$ cat src/hw/rtl/sts_pkg.sv
package sts_pkg;

    localparam logic [7:0] CHR_LT    = 8'h3C;
    localparam logic [7:0] CHR_GT    = 8'h3E;
    localparam logic [7:0] CHR_COLON = 8'h3A;
    localparam logic [7:0] CHR_NL    = 8'h0A;
    localparam logic [7:0] CHR_SP    = 8'h20;
    localparam logic [7:0] CHR_NUL   = 8'h00;

    // timestamp bytes held before the final space
    localparam int WIN_LEN       = 15;
    localparam int WIN_AW        = 4;
    localparam int STS_TRAIL_MAX = 32;
    localparam int HOLD_LIMIT    = 48;

    typedef logic [7:0] byte_t;

    function automatic logic is_digit(input byte_t b);
        return (b >= 8'h30) && (b <= 8'h39);
    endfunction

    function automatic logic is_space(input byte_t b);
        return (b == CHR_SP) || ((b >= 8'h09) && (b <= 8'h0D));
    endfunction

    function automatic logic is_hold(input byte_t b);
        return (b == CHR_NUL) || (b == CHR_NL);
    endfunction

    // whether byte b may sit at position p of "MMM DD HH:MM:SS "
    function automatic logic pos_ok(input logic [WIN_AW-1:0] p, input byte_t b);
        logic ok;
        unique case (p)
            4'd3, 4'd6, 4'd15:                         ok = (b == CHR_SP);
            4'd4:                                      ok = is_digit(b) || is_space(b);
            4'd9, 4'd12:                               ok = (b == CHR_COLON);
            4'd5, 4'd7, 4'd8, 4'd10, 4'd11, 4'd13, 4'd14: ok = is_digit(b);
            default:                                   ok = 1'b1;
        endcase
        return ok;
    endfunction

endpackage

$ cat src/hw/rtl/sts_ram.sv
module sts_ram #(
    parameter int WIDTH = 8,
    parameter int DEPTH = 16,
    localparam int AW = (DEPTH > 1) ? $clog2(DEPTH) : 1
) (
    input  logic             aclk,
    input  logic             we,
    input  logic [AW-1:0]    waddr,
    input  logic [WIDTH-1:0] wdata,
    input  logic             re,
    input  logic [AW-1:0]    raddr,
    output logic [WIDTH-1:0] rdata
);

    logic [WIDTH-1:0] mem [DEPTH];

    always_ff @(posedge aclk) begin
        if (we) begin
            mem[waddr] <= wdata;
        end
        // hold the read data until the next read
        if (re) begin
            rdata <= mem[raddr];
        end
    end

endmodule

$ cat src/hw/rtl/syslog_timestamp_stripper_core.sv
// Syslog header rewriter.
// Input channel (s_valid/s_ready): one request carries one byte of a datagram,
// s_end_of_message marks its final byte. Output channel (m_valid/m_ready):
// one request per byte of the rewritten message; m_last flags the single
// closing newline, m_hold_overflow flags a held zero/newline byte sent early
// because the trailing-run store was full.
// Items are handled one at a time by a small sequencer around two RAMs: a
// 15-entry window RAM for the candidate timestamp and a circular RAM of
// held trailing-byte kinds (depth TRAIL_MAX clamped to 1..48).
// The first byte a request causes, when nothing is held, passes the EMIT and PUT
// states into the output register; windowed or newly held bytes produce nothing yet.
// A windowed byte goes straight to FIN, a held one through EMIT (and OVF if the
// store is full), a passed one through EMIT and PUT; released held bytes (REL) and
// flushed window bytes (WREAD, WDATA, EMIT) add states, paced by the single read
// port of each RAM. The closing newline is loaded in FIN on the way back to idle.
// Reset clears the sequencer, counters and output valid flag; RAM contents
// need no clearing as only written entries are read.
// A stalled receiver holds the output register; the sequencer waits on it
// and stops taking requests until the current byte is fully processed.
module syslog_timestamp_stripper_core #(
    parameter int TRAIL_MAX = sts_pkg::STS_TRAIL_MAX
) (
    input  logic       aclk,
    input  logic       aresetn,
    input  logic       s_valid,
    output logic       s_ready,
    input  logic [7:0] s_in_byte,
    input  logic       s_end_of_message,
    output logic       m_valid,
    input  logic       m_ready,
    output logic [7:0] m_out_byte,
    output logic       m_last,
    output logic       m_hold_overflow
);
    import sts_pkg::*;

    localparam int HoldDepth = (TRAIL_MAX < 1) ? 1 :
                               ((TRAIL_MAX > HOLD_LIMIT) ? HOLD_LIMIT : TRAIL_MAX);
    localparam int HAW  = (HoldDepth > 1) ? $clog2(HoldDepth) : 1;
    localparam int CNTW = $clog2(HoldDepth + 1);
    localparam int SUMW = CNTW + 1;

    // sequencer states
    localparam logic [2:0] S_IDLE  = 3'd0;
    localparam logic [2:0] S_EMIT  = 3'd1;
    localparam logic [2:0] S_OVF   = 3'd2;
    localparam logic [2:0] S_REL   = 3'd3;
    localparam logic [2:0] S_PUT   = 3'd4;
    localparam logic [2:0] S_WREAD = 3'd5;
    localparam logic [2:0] S_WDATA = 3'd6;
    localparam logic [2:0] S_FIN   = 3'd7;

    // parse phases
    localparam logic [1:0] PH_OPEN   = 2'd0;
    localparam logic [1:0] PH_DIGITS = 2'd1;
    localparam logic [1:0] PH_WINDOW = 2'd2;
    localparam logic [1:0] PH_BODY   = 2'd3;

    logic [2:0]        state_reg, state_next;
    logic [1:0]        phase_reg, phase_next;
    byte_t             byte_reg, byte_next;
    logic              eom_reg, eom_next;
    byte_t             cur_reg, cur_next;
    logic [WIN_AW-1:0] wcount_reg, wcount_next;
    logic [WIN_AW-1:0] fi_reg, fi_next;
    logic              flushing_reg, flushing_next;
    logic              pending_reg, pending_next;
    logic [HAW-1:0]    thead_reg, thead_next;
    logic [CNTW-1:0]   tcount_reg, tcount_next;
    logic              m_valid_reg, m_valid_next;
    byte_t             m_byte_reg, m_byte_next;
    logic              m_last_reg, m_last_next;
    logic              m_ovf_reg, m_ovf_next;

    logic              win_we, win_re;
    logic [WIN_AW-1:0] win_raddr;
    byte_t             win_rdata;
    logic              tr_we, tr_re, tr_wdata;
    logic [HAW-1:0]    tr_waddr, tr_raddr;
    logic [0:0]        tr_rdata;

    logic              out_free, load, finish;
    byte_t             ld_byte;
    logic              ld_last, ld_ovf;
    logic [SUMW-1:0]   tail_sum;
    logic [HAW-1:0]    tail, head_inc;
    byte_t             rel_byte;

    sts_ram #(.WIDTH(8), .DEPTH(WIN_LEN)) u_win_ram (
        .aclk  (aclk),
        .we    (win_we),
        .waddr (wcount_reg),
        .wdata (s_in_byte),
        .re    (win_re),
        .raddr (win_raddr),
        .rdata (win_rdata)
    );

    sts_ram #(.WIDTH(1), .DEPTH(HoldDepth)) u_trail_ram (
        .aclk  (aclk),
        .we    (tr_we),
        .waddr (tr_waddr),
        .wdata (tr_wdata),
        .re    (tr_re),
        .raddr (tr_raddr),
        .rdata (tr_rdata)
    );

    assign s_ready         = (state_reg == S_IDLE);
    assign m_valid         = m_valid_reg;
    assign m_out_byte      = m_byte_reg;
    assign m_last          = m_last_reg;
    assign m_hold_overflow = m_ovf_reg;

    assign out_free = !m_valid_reg || m_ready;
    assign rel_byte = tr_rdata[0] ? CHR_NL : CHR_NUL;

    // circular store: tail is head + count, wrapped once
    always_comb begin
        tail_sum = SUMW'(thead_reg) + SUMW'(tcount_reg);
        if (tail_sum >= SUMW'(HoldDepth)) begin
            tail = HAW'(tail_sum - SUMW'(HoldDepth));
        end else begin
            tail = HAW'(tail_sum);
        end
        head_inc = (thead_reg == HAW'(HoldDepth - 1)) ? '0 : HAW'(thead_reg + 1'b1);
    end

    always_comb begin
        state_next    = state_reg;
        phase_next    = phase_reg;
        byte_next     = byte_reg;
        eom_next      = eom_reg;
        cur_next      = cur_reg;
        wcount_next   = wcount_reg;
        fi_next       = fi_reg;
        flushing_next = flushing_reg;
        pending_next  = pending_reg;
        thead_next    = thead_reg;
        tcount_next   = tcount_reg;
        win_we        = 1'b0;
        win_re        = 1'b0;
        win_raddr     = fi_reg;
        tr_we         = 1'b0;
        tr_waddr      = tail;
        tr_wdata      = (cur_reg == CHR_NL);
        tr_re         = 1'b0;
        tr_raddr      = thead_reg;
        load          = 1'b0;
        ld_byte       = cur_reg;
        ld_last       = 1'b0;
        ld_ovf        = 1'b0;
        finish        = 1'b0;

        unique case (state_reg)
            S_IDLE: begin
                if (s_valid) begin
                    byte_next  = s_in_byte;
                    eom_next   = s_end_of_message;
                    cur_next   = s_in_byte;
                    state_next = S_EMIT;
                    unique case (phase_reg)
                        PH_OPEN: begin
                            phase_next = (s_in_byte == CHR_LT) ? PH_DIGITS : PH_BODY;
                        end
                        PH_DIGITS: begin
                            if (!is_digit(s_in_byte)) begin
                                phase_next = (s_in_byte == CHR_GT) ? PH_WINDOW : PH_BODY;
                            end
                        end
                        PH_WINDOW: begin
                            if (!pos_ok(wcount_reg, s_in_byte)) begin
                                // partial match: flush the window, then this byte
                                phase_next = PH_BODY;
                                if (wcount_reg != '0) begin
                                    flushing_next = 1'b1;
                                    pending_next  = 1'b1;
                                    fi_next       = '0;
                                    state_next    = S_WREAD;
                                end
                            end else if (wcount_reg == WIN_AW'(WIN_LEN)) begin
                                // full match: drop the window, keep the space
                                wcount_next = '0;
                                phase_next  = PH_BODY;
                            end else begin
                                win_we      = 1'b1;
                                wcount_next = wcount_reg + 1'b1;
                                state_next  = S_FIN;
                            end
                        end
                        PH_BODY: begin
                        end
                        default: begin
                        end
                    endcase
                end
            end
            S_EMIT: begin
                if (is_hold(cur_reg)) begin
                    if (tcount_reg == CNTW'(HoldDepth)) begin
                        tr_re      = 1'b1;
                        state_next = S_OVF;
                    end else begin
                        tr_we       = 1'b1;
                        tcount_next = tcount_reg + 1'b1;
                        finish      = 1'b1;
                    end
                end else if (tcount_reg != '0) begin
                    tr_re      = 1'b1;
                    state_next = S_REL;
                end else begin
                    state_next = S_PUT;
                end
            end
            S_OVF: begin
                if (out_free) begin
                    // send the oldest early; the new kind takes its slot
                    load       = 1'b1;
                    ld_byte    = rel_byte;
                    ld_ovf     = 1'b1;
                    tr_we      = 1'b1;
                    tr_waddr   = thead_reg;
                    thead_next = head_inc;
                    finish     = 1'b1;
                end
            end
            S_REL: begin
                if (out_free) begin
                    load        = 1'b1;
                    ld_byte     = rel_byte;
                    thead_next  = head_inc;
                    tcount_next = tcount_reg - 1'b1;
                    if (tcount_reg == CNTW'(1)) begin
                        state_next = S_PUT;
                    end else begin
                        tr_re    = 1'b1;
                        tr_raddr = head_inc;
                    end
                end
            end
            S_PUT: begin
                if (out_free) begin
                    load   = 1'b1;
                    finish = 1'b1;
                end
            end
            S_WREAD: begin
                win_re     = 1'b1;
                state_next = S_WDATA;
            end
            S_WDATA: begin
                cur_next   = win_rdata;
                state_next = S_EMIT;
            end
            S_FIN: begin
                if (!eom_reg) begin
                    state_next = S_IDLE;
                end else if (phase_reg == PH_WINDOW && wcount_reg != '0) begin
                    // message ended inside the window
                    flushing_next = 1'b1;
                    pending_next  = 1'b0;
                    fi_next       = '0;
                    state_next    = S_WREAD;
                end else if (out_free) begin
                    load        = 1'b1;
                    ld_byte     = CHR_NL;
                    ld_last     = 1'b1;
                    tcount_next = '0;
                    thead_next  = '0;
                    phase_next  = PH_OPEN;
                    wcount_next = '0;
                    state_next  = S_IDLE;
                end
            end
            default: begin
                state_next = S_IDLE;
            end
        endcase

        // advance after one byte has gone through the hold stage
        if (finish) begin
            if (!flushing_reg) begin
                state_next = S_FIN;
            end else if (WIN_AW'(fi_reg + 1'b1) < wcount_reg) begin
                fi_next    = fi_reg + 1'b1;
                state_next = S_WREAD;
            end else begin
                wcount_next   = '0;
                flushing_next = 1'b0;
                if (pending_reg) begin
                    pending_next = 1'b0;
                    cur_next     = byte_reg;
                    state_next   = S_EMIT;
                end else begin
                    state_next = S_FIN;
                end
            end
        end
    end

    always_comb begin
        m_byte_next = m_byte_reg;
        m_last_next = m_last_reg;
        m_ovf_next  = m_ovf_reg;
        if (load) begin
            m_valid_next = 1'b1;
            m_byte_next  = ld_byte;
            m_last_next  = ld_last;
            m_ovf_next   = ld_ovf;
        end else if (m_ready) begin
            m_valid_next = 1'b0;
        end else begin
            m_valid_next = m_valid_reg;
        end
    end

    always_ff @(posedge aclk) begin
        if (!aresetn) begin
            state_reg    <= S_IDLE;
            phase_reg    <= PH_OPEN;
            wcount_reg   <= '0;
            flushing_reg <= 1'b0;
            pending_reg  <= 1'b0;
            thead_reg    <= '0;
            tcount_reg   <= '0;
            m_valid_reg  <= 1'b0;
        end else begin
            state_reg    <= state_next;
            phase_reg    <= phase_next;
            wcount_reg   <= wcount_next;
            flushing_reg <= flushing_next;
            pending_reg  <= pending_next;
            thead_reg    <= thead_next;
            tcount_reg   <= tcount_next;
            m_valid_reg  <= m_valid_next;
        end
    end

    always_ff @(posedge aclk) begin
        byte_reg   <= byte_next;
        eom_reg    <= eom_next;
        cur_reg    <= cur_next;
        fi_reg     <= fi_next;
        m_byte_reg <= m_byte_next;
        m_last_reg <= m_last_next;
        m_ovf_reg  <= m_ovf_next;
    end

    a_trail_bound: assert property (@(posedge aclk) disable iff (!aresetn)
        tcount_reg <= CNTW'(HoldDepth))
        else $error("trailing-run count beyond store depth");

    a_window_bound: assert property (@(posedge aclk) disable iff (!aresetn)
        wcount_reg <= WIN_AW'(WIN_LEN))
        else $error("window count beyond window length");

    a_one_request: assert property (@(posedge aclk) disable iff (!aresetn)
        (s_valid && s_ready) |=> !s_ready)
        else $error("second request taken before the first was processed");

    a_ovf_full: assert property (@(posedge aclk) disable iff (!aresetn)
        (load && ld_ovf) |-> (tcount_reg == CNTW'(HoldDepth)))
        else $error("early release without a full store");

    a_flush_in_window: assert property (@(posedge aclk) disable iff (!aresetn)
        (state_reg == S_WREAD) |-> (flushing_reg && fi_reg < wcount_reg))
        else $error("window read outside a flush");

endmodule

$ cat config.mk
export PLATFORM = sky130hd
export DESIGN_NAME = syslog_timestamp_stripper_core
export DESIGN_NICKNAME = d
export VERILOG_FILES = /design/src/hw/rtl/sts_pkg.sv /design/src/hw/rtl/sts_ram.sv /design/src/hw/rtl/syslog_timestamp_stripper_core.sv
export SDC_FILE = /design/constraint.sdc
export NUM_CORES = 1
export LEC_CHECK = 0
export BUFFER_PORTS_ARGS = -buffer_cell sky130_fd_sc_hd__buf_2
export CELL_PAD_IN_SITES_DETAIL_PLACEMENT = 1
export CELL_PAD_IN_SITES_GLOBAL_PLACEMENT = 1
export CORE_MARGIN = 4
export CORE_UTILIZATION = 34
export CTS_CLUSTER_SIZE = 24
export DETAILED_ROUTE_END_ITERATION = 12
export PLACE_DENSITY_LB_ADDON = 0.1
export SYNTH_ARGS = -nofsm -noshare
export SYNTH_HDL_FRONTEND = slang
export SYNTH_SLANG_ARGS = --single-unit
$ cat constraint.sdc
create_clock -name aclk -period 4 [get_ports aclk]
set_input_delay 0.2 -clock aclk [delete_from_list [all_inputs] [get_ports aclk]]
set_output_delay 0.2 -clock aclk [all_outputs]
set_load 0.01 [all_outputs]
Word level (Yosys, flattened, before mapping)
Memory sizes are Yosys's and may differ from the RTL's. A register that Yosys moved wholly into a read port is not among the register bits.
Index checks and enable logic that the tools add are counted.
Word-level totals
  logic and storage cells: 237
  memories: 2
  memory bits (writable): 152
  output and inout port bits: 12
  input bits: 13
  bits in read-only memories: 0
  flip-flop bits (word level): 54
  latch bits: 0
Memories
  u_win_ram.mem: words 15, bits a word 8, read ports 1, clocked after Yosys merged registers in 1, wr ports 1, line sts_ram.sv:15  | logic [WIDTH-1:0] mem [DEPTH];
  u_trail_ram.mem: words 32, bits a word 1, read ports 1, clocked after Yosys merged registers in 1, wr ports 1, line sts_ram.sv:15
Cells by class
  eq/ne operators: 46
  add/subtract/negate cells: 7
  multiply operators: 0
  reductions and logical operators: 29
  multiplexer cells: 132
  div/mod/pow operators: 0
  magnitude comparators: 6
  shifts and indexed selects: 0
  bitwise gates (word level): 0
Operators with widths (count)
  $mux 4: 20
  $mux 8: 9
  $mux 5: 11
  $mux 3: 17
  $mux 1: 45
  $mux 6: 6
  $eq 4x4->1 const B: 8
  $eq 8x6->1 const B: 4
  $pmux 8 s2: 2
  $pmux 3 s6: 1
  $pmux 6 s3: 1
  $eq 4x3->1 const B: 4
  $mux 2: 8
  $pmux 4 s2: 2
  $ne 2x2->1 const B: 7
  $eq 3x3->1 const B: 4
  $pmux 1 s2: 6
  $pmux 5 s2: 1
  $ne 3x3->1 const B: 3
  $add 4x1->4 const B: 2
  $eq 8x4->1 const B: 1
  $ge 8x4->1 const B: 1
  $ge 8x6->1 const B: 1
  $le 8x4->1 const B: 1
  other kinds (43): 55

Longest topological paths before layout
Gate-level depths: netlist (run 1).
  word-level depth: 16
  mapped depth: 12
  mapped depth without buffers: 11

Modules after synthesis
From an unflattened synthesis (run 1), not the netlist that was laid out.
Unflattened totals
  cell total of the unflattened synthesis: 766
  area total of the unflattened synthesis: 10043.4 um^2
Modules (own cells, without submodules)
  sts_ram (u_win_ram): area each 4946.0 um^2, instances 1, sequential area each 3843.7 um^2, cells each 229
  syslog_timestamp_stripper_core: area each 3569.7 um^2, instances 1, sequential area each 1271.2 um^2, cells each 417
  sts_ram (u_trail_ram): area each 1527.7 um^2, instances 1, sequential area each 991.0 um^2, cells each 120

Least setup slack after synthesis (run 1)
OpenSTA, ideal clock, no wires.
  kind: reg2reg
  from: reg state_reg[0]
  to: mem u_win_ram.mem[2][0], enable pin
  stages on the path, launching flop included: 8
  clock period less this slack: 3.121 ns
  arrival: 2.737 ns
  library setup time: 0.383 ns
  path buffers: 3
  data required time: 3.617 ns
  setup slack: 0.879 ns
  cells stage by stage: dfxtp_1 > clkbuf_1 > nor3_1 > and2_1 > clkbuf_1 > clkbuf_1 > nand4_1 > nor3_1
On the way
  longest elaborated chain between the ends: 4
Ends and longest elaborated chain
  from (decl): line syslog_timestamp_stripper_core.sv:59  | logic [2:0] state_reg, state_next;
  from (signal assigned): line syslog_timestamp_stripper_core.sv:328  | state_reg <= state_next;
  $logic_not 3->1
  net s_ready: line syslog_timestamp_stripper_core.sv:26  | output logic s_ready,
  $mux 1: line syslog_timestamp_stripper_core.sv:155  | unique case (state_reg)
  $mux 1: line sts_ram.sv:18  | if (we) begin
  $mux 1 (implied by the code): line sts_ram.sv:19  | mem[waddr] <= wdata;
  to (decl): line sts_ram.sv:15
The timed path passes the listed nets, and every way through them passes these cells.

Final worst setup path (run 1)
  from: reg thead_reg[0]
  to: reg u_trail_ram.rdata, read port of u_trail_ram.mem (data pin)
On the way
  longest elaborated chain between the ends: 5
  elaborated cells between the ends (all ways): 6
  classes of those cells: add/sub (1); eq/ne (1); mux (4)
Ends and longest elaborated chain
  from (decl): line syslog_timestamp_stripper_core.sv:68  | logic [HAW-1:0] thead_reg, thead_next;
  from (signal assigned): line syslog_timestamp_stripper_core.sv:333  | thead_reg <= thead_next;
  $add 5x1->5 / $eq 5x5->1 (equally long branches): line syslog_timestamp_stripper_core.sv:126  | head_inc = (thead_reg == HAW'(HoldDepth - 1)) ? '0 : HAW'(thead_reg + 1'b1);
  $mux 5: line syslog_timestamp_stripper_core.sv:126
  $mux 5: line syslog_timestamp_stripper_core.sv:233  | if (tcount_reg == CNTW'(1)) begin
  $mux 5: line syslog_timestamp_stripper_core.sv:228  | if (out_free) begin
  $mux 5 *: line syslog_timestamp_stripper_core.sv:155
  to (decl): line sts_ram.sv:12  | output logic [WIDTH-1:0] rdata
Every way passes the cells marked *; elsewhere a longest branch is shown, timed or not.
A chain may end at the register's enable or synchronous reset.

==> impl_metrics.ini, run 1 <==
[yosys]
synthDistinctLibCells = 67
synth_compound_gate_area_share_pct = 9.40
yosys_warning_count = 0
synth.yosys.seq_area_share_pct = 60.8
synth_edf_count = 180
synthMuxAreaShare_pct = 11.7
synth.ff_latch_count = 215
ys_dominant_reg_cell = edfxtp_1
synth-adder-area-share_pct = 2.81
synth_simple_gate_area_share_pct = 12.0
synth_area_um2 = 10000
synth_xor_area_share_pct = 0.784
syn-instance-count = 771
main_combinational_cell_family_by_area_after_synthesis = simple AND/OR/NAND/NOR gates
synth.avg_cell_area_um2 = 13.0
asyncSetResetFlopFracSynth_pct = 0
syn-num-nets = 806

[floorplanning]
chipHeight_um = 180
core-area_um2 = 28900
fp.dieArea_um2 = 32400
placementRows = 62
num_io_pins = 25
die_x_um = 180
initial_core_utilization_pct = 34.7

[detailed_routing]
wl_um = 26100
met3_wirelength_um = 851
drt_first_iter_violations = 445
final_antenna_net_count = 0
m1WireLength_um = 12700
route.top_layer_used = met4
dr.pass1.iters = 5
routedWlPerCell_um = 21.7
drt-vias-per-instance = 5.35
detailroute.wirelength.met2_um = 12000
via_count = 6449
remaining_drc_errors = 0

[finish]
final_core_utilization_pct = 39.7
largest_registers = u_win_ram.mem x120, u_trail_ram.mem x32
fraction_of_final_layout_cells_with_drive_strength_greater_than_1_pct = 17.1
flow.area_growth_from_synthesis_pct = 14.3
nets = 836
register_with_the_highest_flop_count = u_win_ram.mem
largest_reg_flops = 120

[clock_network]
maximum_count_of_clock_buffers_along_a_single_path = 3
hold_buf_cts = 1
clock_sinks = 215
clkLatencyLatePin_ns = 0.53
cts_setup_buffers = 0
cts-resized-gates = 0
cts_root_buffer = clkbuf_16
cts-buffers-inserted = 25
clkTransAtPathRegs_ns = 0.06
cts_tree = done
ctsHtreeMaxLevel = 1

[grt]
first_global_vias = 6835
globalRouteOverflowTotal = 0
grt_first_pass_wirelength_um = 41000
grt_antenna_before_repair = 0
grt.total_usage_pct = 15.9
grt_start_max_net_pins = 43

[sta]
timing.final.ws_setup_ns = 0.598
fin_tns_setup_ns = 0
rsz_0062_raised_after_global_routing = false
slew_viol_final = 0
max_freq_mhz = 294
hold_slack_ns = 0.0731
max_slew.worst_pin.slew_ns = 1.28
timing_hold_violations_final = 0
final.setup_skew_ns = 0.0117
timing.final.crit_period_ns = 3.40
setup_viol = 0
final_min_period_over_clock_period_pct = 85.0
timing.max_slew.rel_slack_pct = 14.7

[power]
p_leak_uw = 0.00388
power_per_cell_area_nw_per_um2 = 540
ir_worst_vdd_mv = 0.347

[worst_setup_path]
worst-endpoint-arrival_ns = 3.66
startpoint_type = flip-flop
worst_setup_path_end_kind = flip-flop
wp_data_required_ns = 4.26
critical_path_class = reg2reg
timing.critical_path.fanout_max = 13

[run_status]
run_status = finished clean

[job]
drv.max_cap_violation_count = 0

[placed_design]
detailedPlace.worstSlack_ns = 0.615
numPortBuffers = 24
gp_routability_congestion = 0.801
post-dp-hpwl_um = 18200

[hold_path]
holdCritPathClass = in2reg
==> per-layer routing <==
metal | global-route usage (%) | vias to the layer above
met4 | 3.93 | 0
li1 | - | 3002
met1 | 23.8 | 3306
met3 | 2.10 | 36
met5 | 0 | -
met2 | 24.8 | 105
==> worst paths after layout <==
path | from | endpoint | slack [ns] | cells past startpoint
max | thead_reg[0] | u_trail_ram.rdata | 0.60 | 10
min | s_valid | state_reg[0] | 0.07 | 3
min reg2reg | flushing_reg | flushing_reg | 0.48 | 2
max reg2reg | thead_reg[0] | u_trail_ram.rdata | 0.60 | 10
==> cell usage in the layout (no fill, tap or decap), drive strengths merged, types with 7 or more instances in the layout <==
master,netlist,routed
and2,11,11
o21ai,30,30
mux2,7,7
dfxtp,35,35
a22oi,11,11
nor2b,12,12
a31oi,11,11
mux4,32,32
ha,21,21
a21oi,26,26
nand4,7,7
nand3,19,19
nor2,76,76
edfxtp,180,180
mux2i,35,35
buf,11,45
clkbuf,32,33
nand2,60,60
nand2b,7,7
inv,19,20
nor3,31,31
==> critical path, stage by stage (launching register included) <==
cell and delay [ns]:
dfxtp_1 0.40, ha_1 0.33, and3_1 0.21, ha_1 0.28, inv_1 0.12, o2111ai_2 0.16, mux2i_4 0.47, mux2_2 0.40
o211ai_1 0.16, a211oi_1 0.07, or4_1 0.52
==> cell families after synthesis <==
| group | Yosys count |
|---|---|
| and+or+nand+nor | 251 |
| DFF | 215 |
| AOI/OAI and AO/OA | 138 |
| muxes | 74 |
| buffers and inverters | 62 |
| adders and majority gates | 22 |
| xor gates and xnor gates | 9 |
==> where the power goes <==
| part | total, uW | switching, uW | leakage (uW) | internal, uW |
|---|---|---|---|---|
| Clock | 2360 | 923 | 0.000408 | 1440 |
| Combinational | 1130 | 698 | 0.00151 | 428 |
| Sequential | 2720 | 97.9 | 0.00196 | 2620 |
| Total | 6200 | 1720 | 0.00388 | 4480 |
==> stage by stage <==
stage / instances / power, uW / area (um^2)
finish: 1205 / 6200 / 11500
global route: 1204 / 6520 / 11500
CTS: 1204 / 6290 / 11500
detailed placement: 1157 / 3900 / 10600
global placement: 1157 / 3870 / 10600
floorplan: 771 / 3510 / 10000
==> final cells by class <==
cell class | instances | area, um^2
flip-flops and latches | 215 | 6110
repair buffers | 46 | 288
multi-input cells | 494 | 3690
clock inverters | 13 | 186
clock buffers | 33 | 666
well taps | 384 | 480
fillers | 3010 | 17400
diodes | 1 | 2.50
inverters | 19 | 71.3
==> cell usage after synthesis (4+ instances only) <==
library cell / n / area [um^2]
a22oi_1: 11 / 82.6
nand4_1: 7 / 43.8
a21oi_1: 26 / 130
nand2b_1: 7 / 43.8
xor2_1: 4 / 35.0
mux2i_1: 33 / 330
nor2_1: 76 / 285
a31oi_1: 11 / 68.8
inv_1: 19 / 71.3
ha_1: 21 / 263
nor2b_1: 12 / 75.1
nand3_1: 19 / 95.1
nor3_1: 31 / 155
and2_1: 11 / 68.8
nand2_1: 60 / 225
edfxtp_1: 180 / 5410
nor3b_1: 5 / 37.5
clkbuf_1: 31 / 116
xnor2_1: 5 / 43.8
mux4_2: 32 / 721
o21a_1: 5 / 37.5
dfxtp_1: 35 / 701
mux2_2: 7 / 78.8
a21boi_0: 5 / 37.5
o21ai_0: 30 / 150
o211ai_1: 4 / 30.0
buf_2: 6 / 30.0
(Power assumes the default switching activity.)
==> run 2, diff against run 1 <==
--- a/config.mk
+++ b/config.mk
@@ -9,7 +9,7 @@
 export CELL_PAD_IN_SITES_DETAIL_PLACEMENT = 1
 export CELL_PAD_IN_SITES_GLOBAL_PLACEMENT = 1
 export CORE_MARGIN = 4
-export CORE_UTILIZATION = 34
+export CORE_UTILIZATION = 28
 export CTS_CLUSTER_SIZE = 24
 export DETAILED_ROUTE_END_ITERATION = 12
 export PLACE_DENSITY_LB_ADDON = 0.1
==> run 2 against run 1 <==
Effect of this change: via count is 0.93% higher; fmax is 0.17% higher; non-clock buffer count is 9 higher; setup slack better by 0.0056 ns; routed wire length is 9.8% higher; utilization is 6.8 points lower; die area is 20% higher; register-to-register slack hardly changed; largest cell class unchanged.
==> impl_metrics.ini, run 2 (synthesis gave the netlist of run 1 again) <==
[floorplanning]
num_io_pins = 25
fp.dieArea_um2 = 39000
die_x_um = 197
chipHeight_um = 197
placementRows = 69
initial_core_utilization_pct = 28.3
core-area_um2 = 35500

[finish]
register_with_the_highest_flop_count = u_win_ram.mem
largest_reg_flops = 120
layout.cells.most_common = edfxtp_1
multi_input_area_um2 = 3690
fillCellCount = 3750
fraction_of_final_layout_cells_with_drive_strength_greater_than_1_pct = 18.1
area.sequential_um2 = 6110
nets = 847
largest_registers = u_win_ram.mem x120, u_trail_ram.mem x32
flow.area_growth_from_synthesis_pct = 16.1
layout.cells.most_common_list = 180 x edfxtp_1, 76 x nor2_1, 60 x nand2_1
antennaDiodeCount = 0

[power]
ir_worst_vdd_mv = 0.294
power_per_cell_area_nw_per_um2 = 536
p_leak_uw = 0.00395

[clock_network]
cts-resized-gates = 0
cts_root_buffer = clkbuf_16
cts_tree = done
clock_sinks = 215
maximum_count_of_clock_buffers_along_a_single_path = 3
ctsHtreeMaxLevel = 1
cts-buffers-inserted = 27
clkLatencyLatePin_ns = 0.55
clkTransAtPathRegs_ns = 0.06

[grt]
grt_start_max_net_pins = 43
grt_antenna_before_repair = 0
grt_first_pass_wirelength_um = 44100
globalRouteOverflowTotal = 0
first_global_vias = 7002
grt.total_usage_pct = 14.7

[worst_setup_path]
critical_path_class = reg2reg
worst-endpoint-arrival_ns = 3.67
wp_data_required_ns = 4.28
startpoint_type = flip-flop
cp_slowest_stage_delay_ns = 0.51
critical-path-top-cell-by-count = ha_1
crit_path_cell_trace = ha_1, and3_1, ha_1, inv_1, o2111ai_2, mux2i_4, mux2_2, o211ai_1, a211oi_1, or4_1
timing.critical_path.fanout_max = 13
crit_slowest_cell = or4_1
worst_setup_path_end_kind = flip-flop

[detailed_routing]
drt_first_iter_violations = 282
final_antenna_net_count = 0
routedWlPerCell_um = 22.2
wl_um = 28700
drt-vias-per-instance = 5.03
via_count = 6509
remaining_drc_errors = 0
dr.pass1.iters = 4

[hold_path]
holdCritPathClass = in2reg

[sta]
timing.max_slew.rel_slack_pct = 18.2
timing_hold_violations_final = 0
max_slew.worst_pin.slew_ns = 1.23
hold_slack_ns = 0.0325
max_freq_mhz = 294
timing.final.crit_period_ns = 3.40
fin_tns_setup_ns = 0
final_min_period_over_clock_period_pct = 84.9
final.setup_skew_ns = 0.0118
rsz_0062_raised_after_global_routing = false
setup_viol = 0
slew_viol_final = 0

[run_status]
run_status = finished clean

[placed_design]
numPortBuffers = 24
gp_routability_congestion = 0.819
post-dp-hpwl_um = 19400

[job]
drv.max_cap_violation_count = 0
==> run 2: cell count changes in the layout (fill, tap and decap cells not counted), sizes merged <==
cell | previous run | this run
clkbuf | 33 | 43
buf | 45 | 54
bufinv | 4 | 1
clkinvlp | 3 | 0
diode | 1 | 0
==> run 2: critical path: cells and delay by family, from the launching register on <==
kind                     cells  cell delay [ns]
AND/OR/NAND/NOR              2             0.72
flip-flops                   1             0.42
adder cells (fa/ha/maj)      2             0.60
buffers and inverters        1             0.12
AO/OA/AOI/OAI                3             0.41
multiplexers                 2             0.84
==> run 2: path summary, 6_finish.rpt <==
path / slack (ns) / depth (start not counted) / to / startpoint
min reg2reg: 0.50 / 2 / flushing_reg / flushing_reg
min: 0.03 / 3 / state_reg[0] / s_valid
max reg2reg: 0.60 / 10 / u_trail_ram.rdata / thead_reg[0]
max: 0.60 / 10 / u_trail_ram.rdata / thead_reg[0]
==> run 2: what timing repair did <==
item                      CTS  global route
hold endpoints to repair    1             0
hold buffers                1             0
buffers inserted            0             0
==> run 2: area by class of cell <==
class	instances	share of cell area, %
inverters	19	0.611
repair buffers	55	3.04
well taps	461	4.94
clock buffers	43	6.82
multi-input cells	494	31.6
flip-flops and latches	215	52.3
clock inverters	7	0.675
==> run 2: routing by layer <==
| metal | vias to the layer above | routed length [um] | global-route usage (%) | share of wire, % |
|---|---|---|---|---|
| met5 | - | 0 | 0 | 0 |
| met4 | 0 | 474 | 3.26 | 1.7 |
| met3 | 30 | 988 | 2.03 | 3.4 |
| met2 | 102 | 13400 | 23.9 | 47 |
| met1 | 3346 | 13900 | 21.0 | 48 |
| li1 | 3031 | - | - | - |
==> run 2: metrics by stage <==
step | std cells | total power (uW) | util (%) | setup slack (ns) | area [um^2]
floorplan | 771 | 3510 | - | 0.879 | 10000
global placement | 1243 | 3910 | 30.4 | 0.696 | 10800
detailed placement | 1243 | 3950 | 30.4 | 0.589 | 10800
CTS | 1294 | 6380 | 32.9 | 0.587 | 11700
global route | 1294 | 6600 | 32.9 | 0.405 | 11700
finish | 1294 | 6260 | 32.9 | 0.604 | 11700
==> run 2: where the power goes <==
part | switching, uW | internal, uW
logic | 717 | 434
registers | 104 | 2620
clock network | 953 | 1430
==> run 3, diff against run 2 <==
--- a/config.mk
+++ b/config.mk
@@ -5,6 +5,7 @@
 export SDC_FILE = /design/constraint.sdc
 export NUM_CORES = 1
 export LEC_CHECK = 0
+export ABC_AREA = 1
 export BUFFER_PORTS_ARGS = -buffer_cell sky130_fd_sc_hd__buf_2
 export CELL_PAD_IN_SITES_DETAIL_PLACEMENT = 1
 export CELL_PAD_IN_SITES_GLOBAL_PLACEMENT = 1
==> constraint.sdc (replaced) <==
create_clock -name aclk -period 3.5 [get_ports aclk]
set_input_delay 0.175 -clock aclk [delete_from_list [all_inputs] [get_ports aclk]]
set_output_delay 0.175 -clock aclk [all_outputs]
set_load 0.01 [all_outputs]
==> run 3 against run 2 <==
Effect of this change: synthesized cell count grew 37%; largest cell class unchanged; the flow now finishes with violations (negative hold slack); flip-flop and latch count is the same; sequential power grew 18%; critical path depth grew 2; die area grew 2.3%; fmax grew 13%.
==> impl_metrics.ini, run 3 <==
[run_status]
run_status = finished with violations
failed_checks = negative hold slack

[finish]
fillCellCount = 4072
fraction_of_final_layout_cells_with_drive_strength_greater_than_1_pct = 11.5
layout.cells.most_common_list = 189 x nand2_1, 183 x nor2_1, 180 x edfxtp_1
antennaDiodeCount = 0
nets = 1142
postLayoutCellArea_um2 = 11900
flow.area_growth_from_synthesis_pct = 15.8
register_with_the_highest_flop_count = u_win_ram.mem
largest_registers = u_win_ram.mem x120, u_trail_ram.mem x32
largest_reg_flops = 120
layout.cells.most_common = nand2_1
finish.cell_count_without_fillers = 1584

[sta]
final.setup_skew_ns = 0.0254
slew_viol_final = 0
timing.final.crit_period_ns = 3.00
rsz_0062_raised_after_global_routing = false
hold_slack_ns = -0.00539
max_freq_mhz = 333
final_min_period_over_clock_period_pct = 85.8
fin_tns_setup_ns = 0
timing.max_slew.rel_slack_pct = 27.0
max_slew.worst_pin.slew_ns = 1.09
timing_hold_violations_final = 1
setup_viol = 0

[worst_setup_path]
critical_path_class = reg2reg
timing.critical_path.fanout_max = 11
startpoint_type = flip-flop
worst_setup_path_end_kind = flip-flop
wp_data_required_ns = 3.66
worst-endpoint-arrival_ns = 3.16

[placed_design]
placedCellCount = 1536
numPortBuffers = 24
gp_routability_congestion = 0.770
place_area_um2 = 11000
post-dp-hpwl_um = 21500

[floorplanning]
die_x_um = 200
num_io_pins = 25
placementRows = 69
chipHeight_um = 200
fp.dieArea_um2 = 39900
core-area_um2 = 35900
initial_core_utilization_pct = 28.7

[detailed_routing]
remaining_drc_errors = 0
drt-vias-per-instance = 4.85
wl_um = 31200
final_antenna_net_count = 0
routedWlPerCell_um = 19.7
drt_first_iter_violations = 452
dr.pass1.iters = 5
via_count = 7676

[yosys]
synth_edf_count = 180
synth_area_um2 = 10300
synth.most_common_cell = nand2_1
yosysTopAreaCellShare_pct = 52.5
synth.avg_cell_area_um2 = 9.71
synth_compound_gate_area_share_pct = 11.0
yosys-top-cells-area = edfxtp_1 53%, nand2_1 6.9%, dfxtp_1 6.8%
ys_dominant_reg_cell = edfxtp_1
synthMuxAreaShare_pct = 0
synth.yosys.seq_area_share_pct = 59.3
asyncSetResetFlopFracSynth_pct = 0
yosys_warning_count = 0
top_cells_by_count_synth = 189 x nand2_1, 183 x nor2_1, 180 x edfxtp_1
synth_simple_gate_area_share_pct = 21.1
synth_xor_area_share_pct = 0.498
synthDistinctLibCells = 51
synth-adder-area-share_pct = 2.75
main_combinational_cell_family_by_area_after_synthesis = simple AND/OR/NAND/NOR gates
synth.largest_area_cell = edfxtp_1
syn-num-nets = 1095
syn-instance-count = 1060
synth.ff_latch_count = 215

[clock_network]
cts-resized-gates = 0
maximum_count_of_clock_buffers_along_a_single_path = 3
cts_root_buffer = clkbuf_16
cts-buffers-inserted = 26
hold_buf_cts = 4
cts_tree = done
ctsHtreeMaxLevel = 1
clock_sinks = 215
clkLatencyLatePin_ns = 0.54
cts_setup_buffers = 0
clkTransAtPathRegs_ns = 0.06

[grt]
grt_start_max_net_pins = 59
grt_antenna_before_repair = 0
globalRouteOverflowTotal = 0
grt_first_pass_wirelength_um = 48700
grt.total_usage_pct = 15.7
first_global_vias = 8045

[power]
clock_network_power_share_pct = 35.7
power_per_cell_area_nw_per_um2 = 648
share_comb_of_total_power_pct = 22.5
ir_worst_vdd_mv = 0.317
seq_power_share_pct = 41.7
swShare_pct = 31.6
finalPower_uw = 7720
p_leak_uw = 0.00461
internal-power_uw = 5280
total_switching_power_uw = 2440

[hold_path]
holdCritPathClass = in2reg

[job]
drv.max_cap_violation_count = 0
==> run 3: cell types whose count changed in the layout (fill, tap and decap cells not counted), sizes merged, moves of 22 or more <==
cell	before	now
mux4	32	0
mux2i	35	0
o21ai	30	82
nand3	19	77
o221ai	0	22
nor2	76	190
inv	20	101
nand2	60	202
==> run 3: per-stage QoR <==
stage / setup WS [ns] / utilization, % / hold WS [ns]
after floorplan: 0.922 / - / 0.274
after global placement: 0.568 / 30.7 / 0.354
after detailed placement: 0.501 / 30.7 / 0.355
after CTS: 0.494 / 33.2 / 0.00266
after global routing: 0.210 / 33.2 / 0.00482
final: 0.498 / 33.2 / -0.00539
==> run 3: cells by family after synthesis <==
kind of cell | after synthesis
AOI/OAI and AO/OA | 186
buffers and inverters | 134
DFF | 215
and+or+nand+nor | 498
xor gates and xnor gates | 5
adders and majority gates | 22
==> run 3: area by class of cell <==
class / instances / area (um^2) / area share, %
sequential: 215 / 6110 / 51.2
multi-input combinational: 711 / 3640 / 30.5
clock buffer: 37 / 712 / 5.97
tap: 461 / 577 / 4.84
inverter: 102 / 390 / 3.28
timing repair buffer: 51 / 345 / 2.90
clock inverter: 7 / 150 / 1.26
==> run 3: power by group through the flow <==
stage               logic (uW)  clock network [uW]  registers [uW]
floorplan                 1140                   0            3240
global placement          1760                   0            3290
detailed placement        1760                   0            3290
CTS                       1770                2830            3230
global route              1980                2940            3250
finish                    1740                2760            3220
==> run 3: worst paths after layout <==
| check | startpoint | end | slack (ns) | cells after the start |
|---|---|---|---|---|
| max | wcount_reg[1] | u_win_ram.mem[0][1] | 0.50 | 12 |
| min | s_in_byte[1] | byte_reg[1] | -0.005 | 1 |
| max reg2reg | wcount_reg[1] | u_win_ram.mem[0][1] | 0.50 | 12 |
| min reg2reg | fi_reg[0] | fi_reg[0] | 0.49 | 1 |
==> run 3: worst max-delay path, cell delays in order (launching register included) <==
cell     delay, ns
dfxtp_1       0.34
inv_1         0.16
ha_1          0.29
nand3_1       0.16
nand2_1       0.16
nand2_1       0.06
nor2_1        0.09
nor2_1        0.09
nand4_4       0.15
inv_2         0.06
nor2_2        0.15
nand2_2       0.18
nor2_1        0.73
==> run 3: per-layer routing <==
layer / wire, um / global-route usage [%] / share of wire [%] / vias to the layer above
met1: 16200 / 24.0 / 52 / 3810
li1: - / - / - / 3767
met4: 411 / 2.74 / 1.3 / 0
met3: 775 / 1.73 / 2.5 / 27
met2: 13800 / 24.3 / 44 / 72
met5: 0 / 0 / 0 / -
